==> config.mk <==
export PLATFORM = sky130hd
export DESIGN_NAME = nested_tag_auto_closer
export DESIGN_NICKNAME = d
export VERILOG_FILES = /design/src/rtl/ntac_pkg.sv /design/src/rtl/ntac_stack.sv /design/src/rtl/nested_tag_auto_closer.sv
export VERILOG_INCLUDE_DIRS = /design/src /design/src/rtl
export SDC_FILE = /design/constraint.sdc
export NUM_CORES = 1
export LEC_CHECK = 0
export ABC_AREA = 1
export ABC_CLOCK_PERIOD_IN_PS = 7100
export BUFFER_PORTS_ARGS = -buffer_cell sky130_fd_sc_hd__buf_2
export CAP_MARGIN = 15
export CORE_MARGIN = 2
export CORE_UTILIZATION = 40
export DETAILED_ROUTE_END_ITERATION = 10
export SYNTH_ARGS = -nofsm -noshare
export SYNTH_HDL_FRONTEND = slang
export SYNTH_SLANG_ARGS = --single-unit
==> constraint.sdc <==
create_clock -name clock -period 7.1 [get_ports clock]
set_clock_uncertainty 0.1 [all_clocks]
set_input_delay 0.71 -clock clock [delete_from_list [all_inputs] [get_ports clock]]
set_output_delay 0.71 -clock clock [all_outputs]
set_load 0.03 [all_outputs]
==> src/rtl/assert_macros.svh <==
// Assertion macros used by the top level of the tag auto closer.
// Each macro expects a clock named clock in scope; ASSERT_CLK also expects a reset named reset.
`ifndef ASSERT_MACROS_SVH
`define ASSERT_MACROS_SVH

// Checked at every rising clock edge outside reset.
`define ASSERT_CLK(label, prop, msg) \
   label: assert property (@(posedge clock) disable iff (reset) (prop)) else $error(msg);

// Checked at every rising clock edge, reset cycles included.
`define ASSERT_ALWAYS(label, prop, msg) \
   label: assert property (@(posedge clock) (prop)) else $error(msg);

`endif

==> src/rtl/ntac_pkg.sv <==
// Package of the tag auto closer: transaction types, codes and defaults.
// Used by ntac_stack and nested_tag_auto_closer; depends on nothing.
`timescale 1ns / 1ps

package ntac_pkg;

   localparam int DEFAULT_STACK_DEPTH = 32;
   localparam int DEFAULT_TAG_ID_BITS = 16;
   localparam int TAG_FIELD_BITS      = 16;

   typedef enum logic [1:0] {
      MODE_OPEN  = 2'd0,
      MODE_CLOSE = 2'd1,
      MODE_FLUSH = 2'd2
   } mode_type;

   localparam logic KIND_OPEN  = 1'b0;
   localparam logic KIND_CLOSE = 1'b1;

   typedef enum logic [1:0] {
      ST_IDLE,
      ST_SCAN,
      ST_PASS
   } state_type;

   typedef struct packed {
      logic [1:0]                mode;
      logic [TAG_FIELD_BITS-1:0] tag_id;
   } req_type;

   typedef struct packed {
      logic                      out_kind;
      logic [TAG_FIELD_BITS-1:0] out_tag;
      logic                      inserted;
      logic                      overflow;
      logic                      last;
   } rsp_type;

   // Commands from the sequencer to the stack memory.
   typedef struct packed {
      logic push;
      logic read;
   } stack_cmd_type;

endpackage

==> src/rtl/ntac_stack.sv <==
// Tag stack storage with a registered read port and the shared tag comparator.
// Depends on ntac_pkg for the command struct.
`timescale 1ns / 1ps

module ntac_stack #(
   parameter int DEPTH    = ntac_pkg::DEFAULT_STACK_DEPTH,
   parameter int TAG_BITS = ntac_pkg::DEFAULT_TAG_ID_BITS
) (
   input  logic                      clock,
   input  ntac_pkg::stack_cmd_type   cmd,
   input  logic [$clog2(DEPTH)-1:0]  wr_addr,
   input  logic [TAG_BITS-1:0]       wr_data,
   input  logic [$clog2(DEPTH)-1:0]  rd_addr,
   input  logic [TAG_BITS-1:0]       key,
   output logic [TAG_BITS-1:0]       rd_data,
   output logic                      match
);

   logic [TAG_BITS-1:0] mem [DEPTH];
   logic [TAG_BITS-1:0] rd_data_ff;

   always_ff @(posedge clock) begin
      if (cmd.push) begin
         mem[wr_addr] <= wr_data;
      end
      if (cmd.read) begin
         rd_data_ff <= mem[rd_addr];
      end
   end

   // One comparator serves every step of the downward scan.
   assign rd_data = rd_data_ff;
   assign match   = (rd_data_ff == key);

endmodule

==> src/rtl/nested_tag_auto_closer.sv <==
// Top level of the tag auto closer: sequencer, stack count and result register.
// Depends on ntac_pkg, ntac_stack and assert_macros.svh.
//
//   channel   direction   handshake              payload
//   req_      in          req_valid / req_stall   ntac_pkg::req_type (mode, tag_id)
//   rsp_      out         rsp_valid / rsp_stall   ntac_pkg::rsp_type (kind, tag, flags)
//
// An open tag or a close on an empty stack answers from idle; a flush of an empty stack
// gives none. A close inserts one close per entry above its match, or per entry and then
// itself when none matches; a flush inserts one per entry. Without a result stall, the
// scan reads and compares one entry a cycle through the single registered read port.
// Reset is synchronous and empties the stack; stack contents are not cleared.
// A stall on the result side holds the sequencer in place without losing a step.
`timescale 1ns / 1ps
`include "assert_macros.svh"

module nested_tag_auto_closer #(
   parameter int STACK_DEPTH = ntac_pkg::DEFAULT_STACK_DEPTH,
   parameter int TAG_ID_BITS = ntac_pkg::DEFAULT_TAG_ID_BITS
) (
   input  logic              clock,
   input  logic              reset,
   input  logic              req_valid,
   output logic              req_stall,
   input  ntac_pkg::req_type req_data,
   output logic              rsp_valid,
   input  logic              rsp_stall,
   output ntac_pkg::rsp_type rsp_data
);

   // Only the low tag bits that fit both the field and the parameter are kept.
   localparam int TagW = (TAG_ID_BITS < ntac_pkg::TAG_FIELD_BITS) ?
                         TAG_ID_BITS : ntac_pkg::TAG_FIELD_BITS;
   localparam int CntW = $clog2(STACK_DEPTH + 1);
   localparam int IdxW = $clog2(STACK_DEPTH);

   ntac_pkg::state_type     state_ff, state_in;
   logic [CntW-1:0]         count_ff, count_in;
   logic [IdxW-1:0]         idx_ff, idx_in;
   logic [TagW-1:0]         tag_ff, tag_in;
   logic                    flush_ff, flush_in;
   logic                    rsp_valid_ff, rsp_valid_in;
   ntac_pkg::rsp_type       rsp_ff, rsp_in;
   logic                    rsp_load;

   ntac_pkg::stack_cmd_type stack_cmd;
   logic [IdxW-1:0]         rd_addr;
   logic [TagW-1:0]         rd_data;
   logic                    match;

   logic                    slot_free;
   logic                    req_fire;
   logic                    stack_full;
   logic [CntW-1:0]         count_dec;
   logic [TagW-1:0]         req_tag;

   logic                    scan_active;
   logic                    open_fire;
   logic                    open_done;

   // The result register can take a new transaction when it is empty or draining.
   assign slot_free  = !rsp_valid_ff || !rsp_stall;
   assign req_stall  = (state_ff != ntac_pkg::ST_IDLE) || !slot_free;
   assign req_fire   = req_valid && !req_stall;
   assign stack_full = (count_ff >= CntW'(STACK_DEPTH));
   assign count_dec  = count_ff - CntW'(1);
   assign req_tag    = req_data.tag_id[TagW-1:0];

   ntac_stack #(
      .DEPTH    (STACK_DEPTH),
      .TAG_BITS (TagW)
   ) u_stack (
      .clock   (clock),
      .cmd     (stack_cmd),
      .wr_addr (count_ff[IdxW-1:0]),
      .wr_data (req_tag),
      .rd_addr (rd_addr),
      .key     (tag_ff),
      .rd_data (rd_data),
      .match   (match)
   );

   // Next state of the sequencer.
   always_comb begin
      state_in = state_ff;
      case (state_ff)
         ntac_pkg::ST_IDLE: begin
            if (req_fire && count_ff != '0 &&
                (req_data.mode == ntac_pkg::MODE_CLOSE ||
                 req_data.mode == ntac_pkg::MODE_FLUSH)) begin
               state_in = ntac_pkg::ST_SCAN;
            end
         end
         ntac_pkg::ST_SCAN: begin
            if (slot_free) begin
               if (!flush_ff && match) begin
                  state_in = ntac_pkg::ST_IDLE;
               end else if (idx_ff == '0) begin
                  state_in = flush_ff ? ntac_pkg::ST_IDLE : ntac_pkg::ST_PASS;
               end
            end
         end
         ntac_pkg::ST_PASS: begin
            if (slot_free) begin
               state_in = ntac_pkg::ST_IDLE;
            end
         end
         default: begin
            state_in = ntac_pkg::ST_IDLE;
         end
      endcase
   end

   // Datapath control and result formation.
   always_comb begin
      stack_cmd = '0;
      rd_addr   = idx_ff;
      count_in  = count_ff;
      idx_in    = idx_ff;
      tag_in    = tag_ff;
      flush_in  = flush_ff;
      rsp_load  = 1'b0;
      rsp_in    = rsp_ff;
      case (state_ff)
         ntac_pkg::ST_IDLE: begin
            if (req_fire) begin
               tag_in   = req_tag;
               flush_in = (req_data.mode == ntac_pkg::MODE_FLUSH);
               case (req_data.mode)
                  ntac_pkg::MODE_OPEN: begin
                     if (!stack_full) begin
                        stack_cmd.push = 1'b1;
                        count_in       = count_ff + CntW'(1);
                     end
                     rsp_load        = 1'b1;
                     rsp_in.out_kind = ntac_pkg::KIND_OPEN;
                     rsp_in.out_tag  = ntac_pkg::TAG_FIELD_BITS'(req_tag);
                     rsp_in.inserted = 1'b0;
                     rsp_in.overflow = stack_full;
                     rsp_in.last     = 1'b1;
                  end
                  ntac_pkg::MODE_CLOSE: begin
                     if (count_ff == '0) begin
                        // Nothing open: the close goes straight through.
                        rsp_load        = 1'b1;
                        rsp_in.out_kind = ntac_pkg::KIND_CLOSE;
                        rsp_in.out_tag  = ntac_pkg::TAG_FIELD_BITS'(req_tag);
                        rsp_in.inserted = 1'b0;
                        rsp_in.overflow = 1'b0;
                        rsp_in.last     = 1'b1;
                     end else begin
                        stack_cmd.read = 1'b1;
                        rd_addr        = count_dec[IdxW-1:0];
                        idx_in         = count_dec[IdxW-1:0];
                     end
                  end
                  ntac_pkg::MODE_FLUSH: begin
                     if (count_ff != '0) begin
                        stack_cmd.read = 1'b1;
                        rd_addr        = count_dec[IdxW-1:0];
                        idx_in         = count_dec[IdxW-1:0];
                     end
                  end
                  default: begin
                     // The unused mode code is dropped without any result.
                  end
               endcase
            end
         end
         ntac_pkg::ST_SCAN: begin
            if (slot_free) begin
               rsp_load        = 1'b1;
               rsp_in.out_kind = ntac_pkg::KIND_CLOSE;
               rsp_in.overflow = 1'b0;
               if (!flush_ff && match) begin
                  // The matching entry pops with the original close.
                  rsp_in.out_tag  = ntac_pkg::TAG_FIELD_BITS'(tag_ff);
                  rsp_in.inserted = 1'b0;
                  rsp_in.last     = 1'b1;
                  count_in        = CntW'(idx_ff);
               end else begin
                  rsp_in.out_tag  = ntac_pkg::TAG_FIELD_BITS'(rd_data);
                  rsp_in.inserted = 1'b1;
                  rsp_in.last     = flush_ff && (idx_ff == '0);
                  if (idx_ff == '0) begin
                     count_in = '0;
                  end else begin
                     stack_cmd.read = 1'b1;
                     rd_addr        = idx_ff - IdxW'(1);
                     idx_in         = idx_ff - IdxW'(1);
                  end
               end
            end
         end
         ntac_pkg::ST_PASS: begin
            if (slot_free) begin
               // The stack emptied without a match; the close follows.
               rsp_load        = 1'b1;
               rsp_in.out_kind = ntac_pkg::KIND_CLOSE;
               rsp_in.out_tag  = ntac_pkg::TAG_FIELD_BITS'(tag_ff);
               rsp_in.inserted = 1'b0;
               rsp_in.overflow = 1'b0;
               rsp_in.last     = 1'b1;
            end
         end
         default: begin
         end
      endcase
      rsp_valid_in = rsp_load || (rsp_valid_ff && rsp_stall);
   end

   always_ff @(posedge clock) begin
      if (reset) begin
         state_ff     <= ntac_pkg::ST_IDLE;
         count_ff     <= '0;
         rsp_valid_ff <= 1'b0;
      end else begin
         state_ff     <= state_in;
         count_ff     <= count_in;
         rsp_valid_ff <= rsp_valid_in;
      end
   end

   always_ff @(posedge clock) begin
      idx_ff   <= idx_in;
      tag_ff   <= tag_in;
      flush_ff <= flush_in;
      if (rsp_load) begin
         rsp_ff <= rsp_in;
      end
   end

   assign rsp_valid = rsp_valid_ff;
   assign rsp_data  = rsp_ff;

   // Terms of the checks below.
   assign scan_active = (state_ff == ntac_pkg::ST_SCAN);
   assign open_fire   = req_fire && (req_data.mode == ntac_pkg::MODE_OPEN);
   assign open_done   = rsp_valid_ff && rsp_ff.last && (state_ff == ntac_pkg::ST_IDLE);

   // A scan only runs over a nonempty stack and below its top.
   `ASSERT_CLK(a_scan_nonempty, scan_active |-> (count_ff != '0), "scan on empty stack")
   `ASSERT_CLK(a_scan_index, scan_active |-> (CntW'(idx_ff) < count_ff), "scan index above top")
   // A push never lands on a full stack.
   `ASSERT_CLK(a_push_room, stack_cmd.push |-> !stack_full, "push on full stack")
   // An open tag gives exactly one result, marked as the last one.
   `ASSERT_CLK(a_open_single, open_fire |=> open_done, "open tag did not give one final result")

endmodule
==> results of run 1 <==
-- registers in the layout, indices dropped and copies added, names as in the netlist --
name             cells
rsp_valid            1
tag_ff              16
idx_ff               5
u_stack.mem        512
rsp_data            20
flush_ff             1
state_ff             2
u_stack.rd_data     16
count_ff             6
-- layout make-up --
class / instances / area [µm²] / area share, %
sequential: 579 / 17250 / 60.32
multi-input combinational: 1478 / 7023 / 24.56
clock buffer: 75 / 1536 / 5.374
tap: 855 / 1070 / 3.742
inverter: 206 / 775.7 / 2.713
timing repair buffer: 94 / 635.6 / 2.223
clock inverter: 33 / 304.0 / 1.063
-- routing by layer --
metal | share of wire (%) | wire [µm]
met5 | 0.023 | 16
met1 | 43 | 29910
met3 | 8.7 | 6005
met2 | 44 | 30650
met4 | 3.4 | 2377
-- through the flow --
| stage | cell area, µm² | setup WS [ps] | hold WS (ps) |
|---|---|---|---|
| 3_3_place_gp | 26750 | 2189 | 470.9 |
| 5_1_grt | 28590 | 1717 | 309.0 |
| 2_1_floorplan | 25810 | 2836 | 396.7 |
| 3_5_place_dp | 26750 | 2088 | 473.0 |
| 6_report | 28590 | 2104 | 318.5 |
| 4_1_cts | 28590 | 2247 | 294.9 |
-- power groups by stage --
stage	Clock (W)	Combinational (W)	Sequential [W]
after global routing	0.00318	0.00742	0.00424
final	0.00299	0.00670	0.00422
after detailed placement	0	0.00668	0.00429
after CTS	0.00305	0.00670	0.00422
after floorplan	0	0.00479	0.00430
after global placement	0	0.00665	0.00428
-- cell families after synthesis --
logic type / count (synthesis) / synth area share (%)
and+or+nand+nor: 1377 / 24.25
DFF: 579 / 66.83
buffers and inverters: 349 / 6.113
AOI/OAI and AO/OA: 75 / 1.697
adders and majority gates: 16 / 0.7757
xor gates and xnor gates: 10 / 0.3394
-- layout by cell type, fill, tap and decap left out, types with 2 or more instances in the layout --
master      instances
clkinv_8            2
edfxtp_1          565
dfxtp_1            14
inv_1             199
clkbuf_1           16
nor2_2              3
bufinv_16           4
nor2_4              2
o21ai_0             7
nand2_1           695
buf_12              3
nand2_2             3
clkbuf_16          59
nor3_1              3
nand2_4             2
o21ai_1             2
o211ai_1            4
xor2_1              9
inv_2               4
clkinvlp_4          4
clkinv_1           12
nand4_1             2
nand3_1           461
nand3b_1          113
a211oi_1            8
a21oi_1            44
buf_2              43
clkinv_2           11
nor2_1             86
a31oi_1             2
ha_1               16
nand3_4             2
buf_4              48
-- final timing paths --
| path | from | to | slack [ps] |
|---|---|---|---|
| max | state_ff[1] | u_stack.rd_data[1] | 2100 |
| min | reset | rsp_valid | 320 |
| max reg2reg | state_ff[1] | u_stack.rd_data[1] | 2100 |
| min reg2reg | count_ff[0] | count_ff[0] | 480 |
==> flow_summary.toml, run 1 <==
[synthesis]
synthTopCellsByCount = "nand2_1, edfxtp_1, nand3_1"
synth_edf_count = 565
synth_ff_type = "edfxtp_1"
yosysSeqAreaShare_pct = 66.83
synthTopCellsByArea = "edfxtp_1, nand2_1, nand3_1"
synth.avg_cell_area_um2 = 10.73
ys_seq_elements = 579
async_reset_ff_share_pct = 0
synth.distinct_cells = 42
yosysTopAreaCell = "edfxtp_1"
syn_inst = 2406
syn-cell-area_um2 = 25810
syn-num-nets = 2444
ys_warn_count = 0
synth_top_area_share_pct = 65.74
synth.most_common_cell = "nand2_1"

[critical_path]
crit_type = "register to register"
critPathLaunchType = "register"
crit_fanout = 69
critPathTopFamily = "simple AND/OR/NAND/NOR gates"
slowest_stage = "buf_4"
path_cells = "inv_1 -> ha_1 -> inv_1 -> nor2_1 -> nand4_1 -> nand3_4 -> buf_4 -> buf_4 -> nand3b_1 -> nand3_1 -> nand3_1 -> nand3_1 -> nand2_1 -> nand2_1 -> nand2_1"
endpoint_kind = "register"
crit_required_ps = 7380
worstPathBufferInverterCount = 4
max_stage_delay_ps = 730
ff2ff_path_depth = 15
path_depth = 15
crit_arrival_ps = 5270

[global_route]
antenna_found_initial = 2
grt_pass1_wl_um = 104100
use_met1_pct = 29.69
grt_pass1_vias = 16550
grt_max_degree = 157
overflow = 0
use_met2_pct = 31.26
grt_busiest_layer = "met2"
grt_usage_pct = 20.61
grt_use_met3_pct = 3.907

[cts]
h-tree-depth = 2
clk_pin_slew_ps = 60
clockRootBuffer = "clkbuf_16"
numCtsBuffers = 59
cts_buffer_depth = 3
cts_resized = 0
post_cts_buffers = 0
worstSkewPairLatency_ps = 640
cts_hold_buffers = 0
cts_num_sinks = 579
cts_tree = "built"

[route]
vias_per_cell = 5.298
first_iter_violations = 2029
drc_errors = 0
num_vias = 17590
wl_um = 68960
wire_per_inst_um = 20.77
drtAntennaViolNets = 0
first_pass_iters = 5

[cells_and_area]
final_core_util_pct = 44.59
area_growth_syn_to_layout_pct = 10.78
drive_gt1_share_pct = 8.195
fill_cells = 5928
n_antenna_cell = 0
fin_nets = 2456
final_cells = 3320

[hold_path]
min_path_cells = 2
min_path_type = "input port to register"

[pwr]
p_comb_share_pct = 48.2
ir_drop_v = 0.0004575
power_leakage_nw = 11.17
p_total_w = 0.01391
clkPwrFrac_pct = 21.5
p_int_w = 0.007513
power.density_nw_per_um2 = 486.6
p_sw_share_pct = 46.00
sequentialPowerShare_pct = 30.4
p_sw_w = 0.006400

[die]
ios = 44
core_um2 = 64120
rows = 93
die_area_um2 = 66570
die_w_um = 258.0
start_util_pct = 40.25
die_h_um = 258.0

[sta]
slew_headroom_pct = 25.35
tightest_slew_ps = 1120
finalSetupViolations = 0
fmax_mhz = 200.2
fin_crit_sh_pct = 70.37
tns_ps = 0
rsz0062_at_grt = "false"
hold_viol = 0
min_period_ps = 4996
drv_slew = 0

[placed_design]
dp_hpwl_um = 38930
placed_cells = 3212
place.gp.congestion = 0.9347
port_buffers = 43

[job]
maxCapViolCount = 0

[run_status]
status = "complete, no violations"
(Power assumes the default switching activity.)
==> inputs of run 2 (changes only) <==
--- a/config.mk
+++ b/config.mk
@@ -7,7 +7,7 @@
 export NUM_CORES = 1
 export LEC_CHECK = 0
 export ABC_AREA = 1
-export ABC_CLOCK_PERIOD_IN_PS = 7100
+export ABC_CLOCK_PERIOD_IN_PS = 4900
 export BUFFER_PORTS_ARGS = -buffer_cell sky130_fd_sc_hd__buf_2
 export CAP_MARGIN = 15
 export CORE_MARGIN = 2
==> constraint.sdc (replaced) <==
create_clock -name clock -period 4.9 [get_ports clock]
set_clock_uncertainty 0.1 [all_clocks]
set_input_delay 0.49 -clock clock [delete_from_list [all_inputs] [get_ports clock]]
set_output_delay 0.49 -clock clock [all_outputs]
set_load 0.03 [all_outputs]
==> run 2 against run 1 <==
  * Utilization up 0.23 points
  * Critical path depth up 2
  * Combinational power up 52%
  * Worst hold slack worse by 250 ps
  * Cell count up 0.27%
  * Sequential share of layout area down 0.31 points
  * Clock-buffer cell count down 5
  * Register-to-register slack worse by 1100 ps
  * First-iteration DRC count down 12%
  * Non-clock buffer count up 13
  * Global-route usage up 0.43 points
==> flow_summary.toml, run 2 (same netlist as run 1, synthesis figures left out) <==
[critical_path]
crit_required_ps = 5170
path_cells = "nor2_1 -> nor2_1 -> nor2_1 -> nand2_1 -> nor2_2 -> nand3_4 -> nand2_2 -> o211ai_1 -> nand2_1 -> nand2_1 -> nor2_4 -> buf_4 -> nand3_1 -> nand3_1 -> nand2_1 -> nand2_1 -> nand2_1"
crit_fanout = 19
regToRegSetupSlack_ps = 990
r2r-end = "u_stack.rd_data[10]"
critPathTopFamily = "simple AND/OR/NAND/NOR gates"
max_stage_delay_ps = 690
ff2ff_path_depth = 17
slowest_stage = "nor2_4"
crit_top_cell = "nand2_1"
timing.rr.start = "u_stack.rd_data[9]"
crit_type = "register to register"
path_depth = 17
critPathLaunchType = "register"
worstSetupStartpoint = "u_stack.rd_data[9]"
worstPathBufferInverterCount = 1
critPathCapture = "u_stack.rd_data[10]"
crit_arrival_ps = 4180
endpoint_kind = "register"

[job]
maxCapViolCount = 0

[cts]
post_cts_buffers = 0
worstSkewPairLatency_ps = 640
h-tree-depth = 2
clockRootBuffer = "clkbuf_16"
cts_num_sinks = 579
clk_pin_slew_ps = 60
cts_resized = 0
numCtsBuffers = 59
cts_tree = "built"
cts_buffer_depth = 3
cts_hold_buffers = 0

[pwr]
power.density_nw_per_um2 = 711.4
p_int_w = 0.01108
p_sw_w = 0.009360
clkPwrFrac_pct = 20.4
sequentialPowerShare_pct = 29.8
p_sw_share_pct = 45.78
p_comb_share_pct = 49.8
ir_drop_v = 0.001030
power_leakage_nw = 11.24

[sta]
rsz0062_at_grt = "false"
fmax_mhz = 256.0
slew_headroom_pct = 33.82
fin_crit_sh_pct = 79.73
hold_viol = 0
tightest_slew_ps = 992.8
finalSetupViolations = 0
min_period_ps = 3907
tns_ps = 0
drv_slew = 0

[global_route]
antenna_found_initial = 0
grt_pass1_vias = 17320
overflow = 0
grt_usage_pct = 21.05
grt_pass1_wl_um = 106900
grt_max_degree = 179

[die]
start_util_pct = 40.25
ios = 44
die_area_um2 = 66570
die_h_um = 258.0
die_w_um = 258.0
core_um2 = 64120
rows = 93

[placed_design]
place.gp.congestion = 0.8481
port_buffers = 43
dp_hpwl_um = 39730

[route]
wire_per_inst_um = 21.01
vias_per_cell = 5.358
drtAntennaViolNets = 0
first_iter_violations = 1784
drc_errors = 0
num_vias = 17840
wl_um = 69940
first_pass_iters = 6

[cells_and_area]
final_core_util_pct = 44.82
fill_cells = 5875
largest_reg_flops = 512
fin_nets = 2469
top_register = "u_stack.mem"
n_antenna_cell = 0
area_growth_syn_to_layout_pct = 11.35
final_cell_mix = "nand2_1, edfxtp_1, nand3_1"
final_common_cell = "nand2_1"
drive_gt1_share_pct = 8.407

[hold_path]
min_path_cells = 2
hold_start = "reset"
min_path_type = "input port to register"

[run_status]
status = "complete, no violations"
[run 2: worst register-to-register path, delay by kind of cell (launching register included)]
| family | cells | cell delay, ps |
|---|---|---|
| AO/OA/AOI/OAI | 1 | 110 |
| buffers and inverters | 1 | 360 |
| flip-flops | 1 | 490 |
| AND/OR/NAND/NOR | 15 | 2590 |
[run 2: power groups by stage]
| stage | combinational (W) | sequential [W] | clock (W) |
|---|---|---|---|
| 2_1_floorplan | 0.00694 | 0.00623 | 0 |
| 3_3_place_gp | 0.0101 | 0.00618 | 0 |
| 3_5_place_dp | 0.0101 | 0.00618 | 0 |
| 4_1_cts | 0.0101 | 0.00608 | 0.00426 |
| 5_1_grt | 0.0113 | 0.00610 | 0.00445 |
| 6_report | 0.0102 | 0.00608 | 0.00418 |
[run 2: worst min-delay path by stage]
stage / to / slack (ps)
after global routing: count_ff[2] / 60
after floorplan: count_ff[0] / 400
after detailed placement: count_ff[0] / 450
after CTS: count_ff[2] / 20
final: count_ff[2] / 70
after global placement: count_ff[0] / 450
[run 2: final cells by class]
| cell class | instances | area (µm²) | area share [%] |
|---|---|---|---|
| Inverter | 206 | 775.7 | 2.699 |
| Tap cell | 855 | 1070 | 3.723 |
| Multi-Input combinational cell | 1478 | 7023 | 24.44 |
| Clock inverter | 34 | 246.5 | 0.8577 |
| Clock buffer | 70 | 1518 | 5.281 |
| Timing Repair Buffer | 107 | 858.3 | 2.987 |
| Sequential cell | 579 | 17250 | 60.01 |
[run 2: through the flow]
stage               hold WS [ps]  power [W]  instances  cell area [µm²]  setup WS, ps
floorplan                  396.7    0.01317       2406            25810         811.4
global placement           449.9    0.01624       3225            26970          1008
detailed placement         450.8    0.01629       3225            26970          1041
CTS                        24.54    0.02048       3329            28740          1074
global route               56.69    0.02182       3329            28740         886.6
finish                     67.14    0.02044       3329            28740         993.3
[run 2: routing by layer]
layer,track usage [%],share of wire (%)
met1,30.18,44
met2,32.71,45
met3,3.465,7.9
met4,6.792,2.9
met5,0,0
